==> config.mk <==
export PLATFORM = sky130hd
export DESIGN_NAME = stripe_chunk_address_mapper_top
export DESIGN_NICKNAME = d
export VERILOG_FILES = /design/src/hw/rtl/scm_pkg.sv /design/src/hw/rtl/scm_div.sv /design/src/hw/rtl/scm_dpath.sv /design/src/hw/rtl/scm_ctrl.sv /design/src/hw/rtl/stripe_chunk_address_mapper_top.sv
export SDC_FILE = /design/constraint.sdc
export NUM_CORES = 1
export LEC_CHECK = 0
export BUFFER_PORTS_ARGS = -buffer_cell sky130_fd_sc_hd__buf_2
export CAP_MARGIN = 30
export CORE_MARGIN = 1.5
export CORE_UTILIZATION = 50
export DETAILED_ROUTE_END_ITERATION = 12
export PLACE_DENSITY = 0.7
export SYNTH_ARGS = -nofsm -noshare
export SYNTH_HDL_FRONTEND = slang
export SYNTH_HIERARCHICAL = 1
export SYNTH_SLANG_ARGS = --single-unit
==> constraint.sdc <==
create_clock -name aclk -period 8.6 [get_ports aclk]
set_input_delay 0.43 -clock aclk [delete_from_list [all_inputs] [get_ports aclk]]
set_output_delay 0.43 -clock aclk [all_outputs]
set_load 0.02 [all_outputs]
==> src/hw/rtl/scm_pkg.sv <==
// ----------------------------------------------------------------------------
// scm_pkg
// Shared types and constants of the stripe chunk address mapper: field
// widths, striping geometry, status and request codes, control structs.
// ----------------------------------------------------------------------------
`default_nettype none

package scm_pkg;

    // striping geometry
    localparam int BLOCK_BYTES       = 4096;
    localparam int BLOCKS_PER_STRIPE = 4;
    localparam int MAX_SERVERS       = 16;
    localparam int MAX_CHUNKS        = 32;

    localparam int BLK_LOG2  = $clog2(BLOCK_BYTES);
    localparam int UNIT_LOG2 = $clog2(BLOCK_BYTES * BLOCKS_PER_STRIPE);

    // field widths
    localparam int POS_W    = 40;
    localparam int LEN_W    = 17;
    localparam int WID_W    = 5;
    localparam int STAT_W   = 2;
    localparam int SRV_W    = 4;
    localparam int CHUNK_W  = BLK_LOG2 + 1;
    localparam int BOFF_W   = 17;
    localparam int STRIPE_W = POS_W - UNIT_LOG2;
    localparam int CNT_W    = $clog2(MAX_CHUNKS);

    // request kinds
    localparam logic OP_READ  = 1'b0;
    localparam logic OP_WRITE = 1'b1;

    // result status codes
    localparam logic [STAT_W-1:0] ST_OK        = 2'd0;
    localparam logic [STAT_W-1:0] ST_PAST_EOF  = 2'd1;
    localparam logic [STAT_W-1:0] ST_BAD_WIDTH = 2'd2;

    // controller to datapath commands
    typedef struct packed {
        logic capture;
        logic check;
        logic div_start;
        logic emit_status;
        logic emit_chunk;
    } scm_cmd_t;

    // datapath to controller status
    typedef struct packed {
        logic reject;
        logic zero_len;
        logic div_done;
        logic out_free;
        logic chunk_last;
    } scm_sts_t;

endpackage : scm_pkg

`default_nettype wire

==> src/hw/rtl/scm_div.sv <==
// ----------------------------------------------------------------------------
// scm_div
// Restoring divider, one quotient bit per cycle: splits the stripe number
// into stripe row (quotient) and server (remainder) by the stripe width.
// ----------------------------------------------------------------------------
`default_nettype none

module scm_div (
    input  wire                          aclk,
    input  wire                          aresetn,
    input  wire                          start,
    input  wire [scm_pkg::STRIPE_W-1:0]  dividend,
    input  wire [scm_pkg::WID_W-1:0]     divisor,
    output logic                         done,
    output logic [scm_pkg::STRIPE_W-1:0] quotient,
    output logic [scm_pkg::SRV_W-1:0]    remainder
);
    import scm_pkg::*;

    localparam int DCNT_W = $clog2(STRIPE_W);

    logic                busy_reg, busy_next;
    logic                done_reg, done_next;
    logic [DCNT_W-1:0]   cnt_reg, cnt_next;
    logic [WID_W-1:0]    rem_reg, rem_next;
    logic [STRIPE_W-1:0] quo_reg, quo_next;
    logic [WID_W-1:0]    divisor_reg, divisor_next;
    logic [WID_W-1:0]    trial;
    logic                fits;

    // one trial subtraction per cycle
    assign trial = {rem_reg[SRV_W-1:0], quo_reg[STRIPE_W-1]};
    assign fits  = (trial >= divisor_reg);

    always_comb begin
        busy_next    = busy_reg;
        done_next    = 1'b0;
        cnt_next     = cnt_reg;
        rem_next     = rem_reg;
        quo_next     = quo_reg;
        divisor_next = divisor_reg;
        if (start) begin
            busy_next    = 1'b1;
            cnt_next     = DCNT_W'(STRIPE_W - 1);
            rem_next     = '0;
            quo_next     = dividend;
            divisor_next = divisor;
        end else if (busy_reg) begin
            rem_next = fits ? (trial - divisor_reg) : trial;
            quo_next = {quo_reg[STRIPE_W-2:0], fits};
            cnt_next = cnt_reg - 1'b1;
            if (cnt_reg == '0) begin
                busy_next = 1'b0;
                done_next = 1'b1;
            end
        end
    end

    // control state
    always_ff @(posedge aclk) begin
        if (!aresetn) begin
            busy_reg <= 1'b0;
            done_reg <= 1'b0;
        end else begin
            busy_reg <= busy_next;
            done_reg <= done_next;
        end
    end

    // working registers
    always_ff @(posedge aclk) begin
        cnt_reg     <= cnt_next;
        rem_reg     <= rem_next;
        quo_reg     <= quo_next;
        divisor_reg <= divisor_next;
    end

    assign done      = done_reg;
    assign quotient  = quo_reg;
    assign remainder = rem_reg[SRV_W-1:0];

endmodule : scm_div

`default_nettype wire

==> src/hw/rtl/scm_dpath.sv <==
// ----------------------------------------------------------------------------
// scm_dpath
// Datapath: request registers, end-of-file and width checks, read clamp,
// stripe divider, incremental chunk walker and the result register.
// ----------------------------------------------------------------------------
`default_nettype none

module scm_dpath (
    input  wire                          aclk,
    input  wire                          aresetn,
    // control
    input  wire scm_pkg::scm_cmd_t       cmd,
    output scm_pkg::scm_sts_t            sts,
    // configuration
    input  wire                          cfg_valid,
    output logic                         cfg_ready,
    input  wire [scm_pkg::WID_W-1:0]     cfg_data,
    // request fields
    input  wire                          s_op,
    input  wire [scm_pkg::POS_W-1:0]     s_start_offset,
    input  wire [scm_pkg::LEN_W-1:0]     s_request_bytes,
    input  wire [scm_pkg::POS_W-1:0]     s_file_size,
    input  wire [scm_pkg::WID_W-1:0]     s_stripe_width,
    // result channel
    output logic                         m_valid,
    input  wire                          m_ready,
    output logic [scm_pkg::STAT_W-1:0]   m_status,
    output logic [scm_pkg::SRV_W-1:0]    m_server_id,
    output logic [scm_pkg::POS_W-1:0]    m_server_offset,
    output logic [scm_pkg::CHUNK_W-1:0]  m_chunk_bytes,
    output logic [scm_pkg::BOFF_W-1:0]   m_buffer_offset,
    output logic                         m_last
);
    import scm_pkg::*;

    logic [WID_W-1:0]    num_servers_reg;
    logic                m_valid_reg;

    logic                op_reg;
    logic [POS_W-1:0]    pos_reg;
    logic [LEN_W-1:0]    bytes_reg;
    logic [POS_W-1:0]    fsize_reg;
    logic [WID_W-1:0]    width_reg;
    logic [STAT_W-1:0]   status_code_reg;
    logic [BOFF_W-1:0]   boff_reg;
    logic [CNT_W-1:0]    n_reg;
    logic [STRIPE_W-1:0] q_reg;
    logic [SRV_W-1:0]    r_reg;

    logic [STAT_W-1:0]   out_status_reg;
    logic [SRV_W-1:0]    out_server_reg;
    logic [POS_W-1:0]    out_soff_reg;
    logic [CHUNK_W-1:0]  out_len_reg;
    logic [BOFF_W-1:0]   out_boff_reg;
    logic                out_last_reg;

    logic                past_end;
    logic                bad_width;
    logic [POS_W-1:0]    avail;
    logic                clamp_hit;
    logic [LEN_W-1:0]    bytes_clamp;

    logic [CHUNK_W-1:0]  room;
    logic [CHUNK_W-1:0]  len;
    logic                chunk_last;
    logic [POS_W-1:0]    pos_next;
    logic                unit_wrap;
    logic [WID_W-1:0]    r_inc;

    logic                div_done;
    logic [STRIPE_W-1:0] div_quo;
    logic [SRV_W-1:0]    div_rem;

    assign cfg_ready = 1'b1;

    // request checks and read clamp
    assign past_end  = (op_reg == OP_WRITE) ? (pos_reg > fsize_reg) : (pos_reg >= fsize_reg);
    assign bad_width = (width_reg == '0) || (width_reg > num_servers_reg) ||
                       (width_reg > WID_W'(MAX_SERVERS));
    assign avail       = fsize_reg - pos_reg;
    assign clamp_hit   = (op_reg == OP_READ) &&
                         ({{(POS_W-LEN_W){1'b0}}, bytes_reg} > avail);
    assign bytes_clamp = clamp_hit ? avail[LEN_W-1:0] : bytes_reg;

    // current chunk: up to the next block boundary
    assign room       = CHUNK_W'(BLOCK_BYTES) -
                        {{(CHUNK_W-BLK_LOG2){1'b0}}, pos_reg[BLK_LOG2-1:0]};
    assign len        = (bytes_reg < {{(LEN_W-CHUNK_W){1'b0}}, room}) ?
                        bytes_reg[CHUNK_W-1:0] : room;
    assign chunk_last = (bytes_reg == {{(LEN_W-CHUNK_W){1'b0}}, len}) ||
                        (n_reg == CNT_W'(MAX_CHUNKS - 1));
    assign pos_next   = pos_reg + {{(POS_W-CHUNK_W){1'b0}}, len};
    assign unit_wrap  = (pos_next[UNIT_LOG2-1:0] == '0);
    assign r_inc      = {1'b0, r_reg} + 1'b1;

    // stripe number split by the stripe width
    scm_div u_div (
        .aclk      (aclk),
        .aresetn   (aresetn),
        .start     (cmd.div_start),
        .dividend  (pos_reg[POS_W-1:UNIT_LOG2]),
        .divisor   (width_reg),
        .done      (div_done),
        .quotient  (div_quo),
        .remainder (div_rem)
    );

    // status to the controller
    assign sts.reject     = past_end || bad_width;
    assign sts.zero_len   = (bytes_clamp == '0);
    assign sts.div_done   = div_done;
    assign sts.out_free   = !m_valid_reg || m_ready;
    assign sts.chunk_last = chunk_last;

    // configuration register and result valid
    always_ff @(posedge aclk) begin
        if (!aresetn) begin
            num_servers_reg <= WID_W'(1);
            m_valid_reg     <= 1'b0;
        end else begin
            if (cfg_valid) begin
                num_servers_reg <= cfg_data;
            end
            if (cmd.emit_status || cmd.emit_chunk) begin
                m_valid_reg <= 1'b1;
            end else if (m_ready) begin
                m_valid_reg <= 1'b0;
            end
        end
    end

    // request registers and chunk walker
    always_ff @(posedge aclk) begin
        if (cmd.capture) begin
            op_reg    <= s_op;
            pos_reg   <= s_start_offset;
            bytes_reg <= s_request_bytes;
            fsize_reg <= s_file_size;
            width_reg <= s_stripe_width;
        end
        if (cmd.check) begin
            bytes_reg       <= bytes_clamp;
            status_code_reg <= past_end ? ST_PAST_EOF : ST_BAD_WIDTH;
            boff_reg        <= '0;
            n_reg           <= '0;
        end
        if (div_done) begin
            q_reg <= div_quo;
            r_reg <= div_rem;
        end
        if (cmd.emit_chunk) begin
            bytes_reg <= bytes_reg - {{(LEN_W-CHUNK_W){1'b0}}, len};
            pos_reg   <= pos_next;
            boff_reg  <= boff_reg + {{(BOFF_W-CHUNK_W){1'b0}}, len};
            n_reg     <= n_reg + 1'b1;
            // crossing into the next stripe unit moves to the next server
            if (unit_wrap) begin
                if (r_inc == width_reg) begin
                    r_reg <= '0;
                    q_reg <= q_reg + 1'b1;
                end else begin
                    r_reg <= r_inc[SRV_W-1:0];
                end
            end
        end
    end

    // result register
    always_ff @(posedge aclk) begin
        if (cmd.emit_status) begin
            out_status_reg <= status_code_reg;
            out_server_reg <= '0;
            out_soff_reg   <= '0;
            out_len_reg    <= '0;
            out_boff_reg   <= '0;
            out_last_reg   <= 1'b1;
        end else if (cmd.emit_chunk) begin
            out_status_reg <= ST_OK;
            out_server_reg <= r_reg;
            out_soff_reg   <= {q_reg, pos_reg[UNIT_LOG2-1:0]};
            out_len_reg    <= len;
            out_boff_reg   <= boff_reg;
            out_last_reg   <= chunk_last;
        end
    end

    assign m_valid         = m_valid_reg;
    assign m_status        = out_status_reg;
    assign m_server_id     = out_server_reg;
    assign m_server_offset = out_soff_reg;
    assign m_chunk_bytes   = out_len_reg;
    assign m_buffer_offset = out_boff_reg;
    assign m_last          = out_last_reg;

    // checks
    a_emit_excl: assert property (@(posedge aclk) disable iff (!aresetn)
        !(cmd.emit_status && cmd.emit_chunk))
        else $error("status and chunk emitted together");

    a_chunk_nonzero: assert property (@(posedge aclk) disable iff (!aresetn)
        cmd.emit_chunk |-> (len != '0))
        else $error("empty chunk emitted");

    a_div_rem: assert property (@(posedge aclk) disable iff (!aresetn)
        div_done |-> ({1'b0, div_rem} < width_reg))
        else $error("server index not below stripe width");

endmodule : scm_dpath

`default_nettype wire

==> src/hw/rtl/scm_ctrl.sv <==
// ----------------------------------------------------------------------------
// scm_ctrl
// Controller: sequences capture, check, stripe division and the emission
// of status or chunk results under output back-pressure.
// ----------------------------------------------------------------------------
`default_nettype none

module scm_ctrl (
    input  wire                aclk,
    input  wire                aresetn,
    input  wire                s_valid,
    output logic               s_ready,
    output scm_pkg::scm_cmd_t  cmd,
    input  wire scm_pkg::scm_sts_t sts
);
    import scm_pkg::*;

    localparam logic [2:0] S_IDLE  = 3'd0;
    localparam logic [2:0] S_CHECK = 3'd1;
    localparam logic [2:0] S_STAT  = 3'd2;
    localparam logic [2:0] S_DIV   = 3'd3;
    localparam logic [2:0] S_EMIT  = 3'd4;

    logic [2:0] state_reg, state_next;

    // next state and commands
    always_comb begin
        state_next = state_reg;
        cmd        = '0;
        s_ready    = 1'b0;
        unique case (state_reg)
            S_IDLE: begin
                s_ready = 1'b1;
                if (s_valid) begin
                    cmd.capture = 1'b1;
                    state_next  = S_CHECK;
                end
            end
            S_CHECK: begin
                cmd.check = 1'b1;
                if (sts.reject) begin
                    state_next = S_STAT;
                end else if (sts.zero_len) begin
                    state_next = S_IDLE;
                end else begin
                    cmd.div_start = 1'b1;
                    state_next    = S_DIV;
                end
            end
            S_STAT: begin
                if (sts.out_free) begin
                    cmd.emit_status = 1'b1;
                    state_next      = S_IDLE;
                end
            end
            S_DIV: begin
                if (sts.div_done) begin
                    state_next = S_EMIT;
                end
            end
            S_EMIT: begin
                if (sts.out_free) begin
                    cmd.emit_chunk = 1'b1;
                    if (sts.chunk_last) begin
                        state_next = S_IDLE;
                    end
                end
            end
            default: begin
                state_next = S_IDLE;
            end
        endcase
    end

    // state register
    always_ff @(posedge aclk) begin
        if (!aresetn) begin
            state_reg <= S_IDLE;
        end else begin
            state_reg <= state_next;
        end
    end

endmodule : scm_ctrl

`default_nettype wire

==> src/hw/rtl/stripe_chunk_address_mapper_top.sv <==
// Sequence: a rejected request is checked, then its status result is
// registered once the output is free; a valid request is checked, then
// split by the bit-serial stripe divider, then gives one chunk per cycle
// while the output is free, at most 32 chunks per request. A new request
// is taken only in idle, as there is a single divider and a single walker.
// Reset: synchronous, active low; clears control and sets num_servers to 1.
// ----------------------------------------------------------------------------
// stripe_chunk_address_mapper_top
// Splits a file request into block-bounded chunks striped over servers.
// ----------------------------------------------------------------------------
`default_nettype none

module stripe_chunk_address_mapper_top (
    input  wire                          aclk,
    input  wire                          aresetn,
    // configuration
    input  wire                          cfg_valid,
    output logic                         cfg_ready,
    input  wire [scm_pkg::WID_W-1:0]     cfg_data,
    // request channel
    input  wire                          s_valid,
    output logic                         s_ready,
    input  wire                          s_op,
    input  wire [scm_pkg::POS_W-1:0]     s_start_offset,
    input  wire [scm_pkg::LEN_W-1:0]     s_request_bytes,
    input  wire [scm_pkg::POS_W-1:0]     s_file_size,
    input  wire [scm_pkg::WID_W-1:0]     s_stripe_width,
    // result channel
    output logic                         m_valid,
    input  wire                          m_ready,
    output logic [scm_pkg::STAT_W-1:0]   m_status,
    output logic [scm_pkg::SRV_W-1:0]    m_server_id,
    output logic [scm_pkg::POS_W-1:0]    m_server_offset,
    output logic [scm_pkg::CHUNK_W-1:0]  m_chunk_bytes,
    output logic [scm_pkg::BOFF_W-1:0]   m_buffer_offset,
    output logic                         m_last
);
    import scm_pkg::*;

    scm_cmd_t cmd;
    scm_sts_t sts;

    // sequencing
    scm_ctrl u_ctrl (
        .aclk    (aclk),
        .aresetn (aresetn),
        .s_valid (s_valid),
        .s_ready (s_ready),
        .cmd     (cmd),
        .sts     (sts)
    );

    // address arithmetic and result register
    scm_dpath u_dpath (
        .aclk            (aclk),
        .aresetn         (aresetn),
        .cmd             (cmd),
        .sts             (sts),
        .cfg_valid       (cfg_valid),
        .cfg_ready       (cfg_ready),
        .cfg_data        (cfg_data),
        .s_op            (s_op),
        .s_start_offset  (s_start_offset),
        .s_request_bytes (s_request_bytes),
        .s_file_size     (s_file_size),
        .s_stripe_width  (s_stripe_width),
        .m_valid         (m_valid),
        .m_ready         (m_ready),
        .m_status        (m_status),
        .m_server_id     (m_server_id),
        .m_server_offset (m_server_offset),
        .m_chunk_bytes   (m_chunk_bytes),
        .m_buffer_offset (m_buffer_offset),
        .m_last          (m_last)
    );

endmodule : stripe_chunk_address_mapper_top

`default_nettype wire
== Yosys cells after proc, flatten, opt, wreduce, memory -nomap -nowiden ==
Index checks and enable logic that the tools add are counted.

* Logic and storage cells: 127
* Bits in registers: 285
* Output and inout bits: 80
* Input bits: 113

* Bitwise logic cells: 3
* Add/sub/neg operators: 10
* Reductions and logical operators: 21
* Order comparisons: 7
* Mux-type cells: 49
* Eq/ne operators: 12

{| class="wikitable"
|+ Operator list
! cell !! count
|-
| two-way mux 26 bit || 6
|-
| two-way mux 17 bit || 6
|-
| two-way mux 40 bit || 2
|-
| adder 40 x 13 -> 40 bit || 1
|-
| >= comparator 40 bit || 1
|-
| > comparator 17 x 40 -> 1 bit || 1
|-
| > comparator 40 bit || 1
|-
| subtractor 40 bit || 1
|-
| adder 26 x 1 -> 26 bit, second input constant || 1
|-
| two-way mux 4 bit || 5
|-
| adder 17 x 13 -> 17 bit || 1
|-
| equality test 17 x 13 -> 1 bit || 1
|-
| zero test 17 bit || 1
|-
| < comparator 17 x 13 -> 1 bit || 1
|-
| subtractor 17 x 13 -> 17 bit || 1
|-
| two-way mux 1 bit || 15
|-
| two-way mux 3 bit || 5
|-
| one-hot mux 3 bit (5 select lines) || 1
|-
| zero test 14 bit || 1
|-
| two-way mux 13 bit || 1
|-
| subtractor 13 x 12 -> 13 bit, first input constant || 1
|-
| two-way mux 2 bit || 6
|-
| zero test 5 bit || 2
|-
| two-way mux 5 bit || 2
|-
| other kinds (23) || 38
|}

== Longest topological paths before layout ==
* Depth in word-level cells: 10
* Mapped depth: 30

== By module ==
The synthesis kept the hierarchy.

{| class="wikitable"
|+ Modules (own cells, without submodules)
! module !! instances !! cells each !! area each (sq um) !! sequential area each (sq um)
|-
| scm_dpath || 1 || 1787 || 15837.7 || 6095.8
|-
| scm_div || 1 || 142 || 1945.6 || 1151.1
|-
| scm_ctrl || 1 || 23 || 214.0 || 60.1
|}

== Least setup slack after synthesis ==
OpenSTA, ideal clock, no wires.

* Kind: register to register
* Start: reg u_dpath.pos_reg[2]
* End: reg u_dpath.q_reg[8]
* Stages on the path, launching flop included: 28
* Setup slack: 2.098 ns
* Data required time: 8.461 ns
* Data arrival time: 6.364 ns
* Path through: edfxtp_1 -> nor4_1 -> nand4_1 -> nor3_1 -> xnor2_1 -> inv_1 -> ha_1 -> and3_1 -> a221oi_1 -> o211ai_1 -> clkbuf_1 -> mux2i_1 -> ha_1 -> inv_1 -> fa_1 -> nor2b_1 -> o21ai_0 -> a21boi_0 -> nor2_1 -> or4_1 -> nor4_1 -> nand4_1 -> nor4_1 -> clkbuf_1 -> buf_1 -> o21ai_0 -> a21oi_1 -> a311oi_1

* Cells in the longest elaborated chain, start to end: 7

{| class="wikitable"
|+ Ends and longest elaborated chain
! item !! line !! text
|-
| start: declaration || scm_dpath.sv:40 || <nowiki>logic [POS_W-1:0] pos_reg;</nowiki>
|-
| start signal: assignment || scm_dpath.sv:136 || <nowiki>pos_reg <= s_start_offset;</nowiki>
|-
| start signal: assignment || scm_dpath.sv:153 || <nowiki>pos_reg <= pos_next;</nowiki>
|-
| subtractor 13 x 12 -> 13 bit || scm_dpath.sv:86 || <nowiki>assign room = CHUNK_W'(BLOCK_BYTES) -</nowiki>
|-
| < comparator 17 x 13 -> 1 bit || scm_dpath.sv:88 || <nowiki>assign len = (bytes_reg < {{(LEN_W-CHUNK_W){1'b0}}, room}) ?</nowiki>
|-
| two-way mux 13 bit || scm_dpath.sv:88 ||
|-
| named net u_dpath.len[0] || scm_dpath.sv:64 || <nowiki>logic [CHUNK_W-1:0] len;</nowiki>
|-
| adder 40 x 13 -> 40 bit || scm_dpath.sv:92 || <nowiki>assign pos_next = pos_reg + {{(POS_W-CHUNK_W){1'b0}}, len};</nowiki>
|-
| zero test 14 bit || scm_dpath.sv:93 || <nowiki>assign unit_wrap = (pos_next[UNIT_LOG2-1:0] == '0);</nowiki>
|-
| two-way mux 26 bit || scm_dpath.sv:157 || <nowiki>if (unit_wrap) begin</nowiki>
|-
| two-way mux 26 bit || scm_dpath.sv:151 || <nowiki>if (cmd.emit_chunk) begin</nowiki>
|-
| end signal: assignment || scm_dpath.sv:148 || <nowiki>q_reg <= div_quo;</nowiki>
|-
| end signal: assignment || scm_dpath.sv:160 || <nowiki>q_reg <= q_reg + 1'b1;</nowiki>
|-
| end: declaration || scm_dpath.sv:47 || <nowiki>logic [STRIPE_W-1:0] q_reg;</nowiki>
|}

The timed path passes the listed nets, and every way through them passes these cells.
A chain may end at the register's enable or synchronous reset.

== Final worst setup path ==
* Start: reg u_dpath.pos_reg[2]
* End: reg u_dpath.q_reg[17]

The elaborated chain is that of the path after synthesis.

==> flow_metrics.tcl <==
set metrics [dict create \
    status "complete, no violations" \
    drv_cap 0 \
    min_from "s_file_size[3]" \
    final.setup.tns_ps 0 \
    firstDrtPassIters 5 \
    initial_core_util_pct 50.72 \
    arrival_ps 7920 \
    synth_nets 2195 \
    cts_tree "done" \
    gp_congestion 0.9403 \
    leakagePower_nw 8.437 \
    grt_max_degree 172 \
    htreeDepth 2 \
    drt-wirelength-per-cell_um 19.56 \
    final_area_um2 20550 \
    drt_wl_total_mm 50.63 \
    rr_startpoint "u_dpath/pos_reg[2]$_DFFE_PP_" \
    drv_slew 0 \
    hold_path.class "in2reg" \
    cp-start-kind "register" \
    dr_total_vias 15230 \
    clockBufferDepth 3 \
    whs_endpoint "u_dpath/fsize_reg[3]$_DFFE_PP_" \
    cts.sinks 285 \
    setup_ws_ps 1135 \
    crit_type "reg2reg" \
    finalPower_mw 4.258 \
    dp.final_hpwl_mm 38.02 \
    critical-path-slowest-cell "nand2b_1" \
    fin_crit_ps 7465 \
    dpl_cell_area_um2 19290 \
    clk_pin_slew_worst_paths_ps 60 \
    cts_inserted_buffers 34 \
    avgSynthCellArea_um2 9.220 \
    die_area_um2 37140 \
    max_stage_delay_ps 750 \
    ir_worst_vdd_v 0.0001666 \
    antenna_found_initial 0 \
    core_um2 35480 \
    relSlewSlack_pct 30.56 \
    fmax_mhz 134.0 \
    synth_ff_type "edfxtp_1" \
    period_share_pct 86.81 \
    syn_to_final_growth_pct 14.16 \
    r2r_end "u_dpath/q_reg[17]$_DFF_P_" \
    holdPathStages 1 \
    grtUsageTotal_pct 26.86 \
    cts_setup_buffers 0 \
    r2r_slack_ps 1130 \
    drt_iter0_drc 1482 \
    cp_top_family "simple AND/OR/NAND/NOR gates" \
    power_density_nw_per_um2 207.2 \
    fp-row-count 69 \
    rsz0062_at_grt "no" \
    die_width_um 192.7 \
    async_flop_share_pct 0 \
    reg2reg_depth 27 \
    grt_pass1_wl_mm 77.42 \
    io_buffers 191 \
    yosysUniqueCellTypes 77 \
    antenna_cells 0 \
    netlist_area_um2 18000 \
    tightest_slew_ps 1038 \
    crit_path_end_kind "register" \
    finalClockSkew_ps 26.92 \
    synth-edff-count 160 \
    dp_slack_ps 1173 \
    cts_hold_buffers 0 \
    path_buf_inv 4 \
    cts_root_buffer "clkbuf_16" \
    grt_pass1_vias 14230 \
    drc_errors 0 \
    cts-resized-gates 0 \
    worstSkewPairLatency_ps 560 \
    die_y_um 192.7 \
    yosysWarnings 6 \
    drive_above_1_share_pct 15.88 \
    synth-seq-cells 285 \
    pin_count 193 \
    worstPathRequired_ps 9060 \
    via_per_inst 5.881 \
    fillers 3108 \
    fin_nets 2345 \
    finalHoldViolCount 0 \
    drtAntennaViolNets 0 \
    overflow 0 \
    netlist_instances 1952 \
    ys_seq_area_share_pct 40.60 \
    cp_max_fo 50 \
    finalSetupViolations 0 \
]
cell usage after synthesis, drive strengths merged (7+ instances only):
master	number	share of area [%]
a211oi	34	1.5
nor4	23	1.0
mux2	37	2.3
or3	8	0.28
ha	125	8.7
a31oi	7	0.24
inv	125	2.6
xnor2	73	3.6
clkbuf	64	1.3
o211ai	10	0.42
o21ai	77	2.1
nor3b	10	0.42
and3	22	0.80
nand4	37	1.3
o21a	10	0.42
dfxtp	125	14
a21o	25	1.0
a311oi	9	0.47
a21oi	151	4.2
nand2	134	2.8
buf	25	0.76
mux2i	94	5.2
o22ai	12	0.42
and2	14	0.50
nor2b	19	0.66
o21bai	14	0.58
nor3	42	1.2
nand3	56	1.6
nor2	239	5.0
xor2	30	1.5
nand2b	31	1.1
or2	14	0.49
edfxtp	160	27
o31ai	8	0.36
how the worst max path moves through the flow:
stage                                 startpoint                   endpoint  slack [ps]  depth (start not counted)
detailed placement  u_dpath/pos_reg[2]$_DFFE_PP_   u_dpath/q_reg[2]$_DFF_P_        1170                         26
floorplan           u_dpath/pos_reg[2]$_DFFE_PP_   u_dpath/q_reg[8]$_DFF_P_        2100                         27
global route        u_dpath/pos_reg[2]$_DFFE_PP_  u_dpath/q_reg[12]$_DFF_P_         410                         26
finish              u_dpath/pos_reg[2]$_DFFE_PP_  u_dpath/q_reg[17]$_DFF_P_        1130                         27
CTS                 u_dpath/pos_reg[2]$_DFFE_PP_   u_dpath/q_reg[2]$_DFF_P_        1130                         26
global placement    u_dpath/pos_reg[2]$_DFFE_PP_   u_dpath/q_reg[2]$_DFF_P_        1440                         25
metal layers:
metal	GRT usage, %	vias to the layer above	part of all wire [%]	routed length (µm)
met5	0	-	0	0
met4	9.690	0	3.2	1611
met3	4.055	111	6.9	3498
met2	41.25	535	44	22220
met1	38.22	7193	46	23300
li1	-	7386	-	-
area by class of cell:
class / instances / area (µm²) / share of cell area [%]
well taps: 461 / 576.8 / 2.807
clock buffers: 42 / 974.7 / 4.744
repair buffers: 203 / 1081 / 5.262
multi-input cells: 1453 / 9856 / 47.97
flip-flops and latches: 285 / 7307 / 35.56
clock inverters: 20 / 281.5 / 1.370
inverters: 125 / 469.2 / 2.284
placed cells by master (no fill, tap or decap), types with 7 or more instances in the layout:
master,n
nor3_1,41
mux2i_1,94
clkbuf_16,37
buf_4,9
nor2b_1,19
and3_1,19
nand2_1,134
nand3_1,56
o22ai_1,12
clkinv_2,7
dfxtp_1,125
nand4_1,37
a21oi_1,151
or3_1,8
a21o_1,25
nor3b_1,10
edfxtp_1,160
o21a_1,10
o31ai_1,7
o21ai_0,77
or2_2,14
xor2_1,30
buf_2,191
o21bai_1,14
xnor2_1,73
inv_1,125
and2_1,13
nand2b_1,30
a31oi_1,7
nor2_1,239
mux2_2,37
nor4_1,19
o211ai_1,10
a311oi_1,8
ha_1,125
a211oi_1,32
power by group:
| part | internal [mW] | leakage, nW | switching, mW | total [mW] |
|---|---|---|---|---|
| Combinational | 0.392 | 5.29 | 0.594 | 0.986 |
| Clock | 0.993 | 0.616 | 0.610 | 1.60 |
| Sequential | 1.55 | 2.53 | 0.115 | 1.67 |
cell families (layout without fill, tap and decap cells):
logic type | Yosys count | after routing | share of synthesized area, %
other cells | 1 | 1 | 0.02084
fa+ha+maj | 130 | 130 | 9.246
simple gates | 676 | 676 | 18.34
xor+xnor | 103 | 103 | 5.012
mux | 131 | 131 | 7.543
flops | 285 | 285 | 40.60
buf+inv | 214 | 390 | 4.714
compound gates | 412 | 412 | 14.52
through the flow:
step                      utilization [%]  hold slack, ps  instances
final                               57.90           53.05       2589
after global routing                57.90           36.98       2589
after CTS                           57.90           28.70       2589
after detailed placement            54.36           478.5       2527
after global placement              54.26           470.5       2525
after floorplan                         -           446.5       1952
Power figures use the tool's default switching activity.
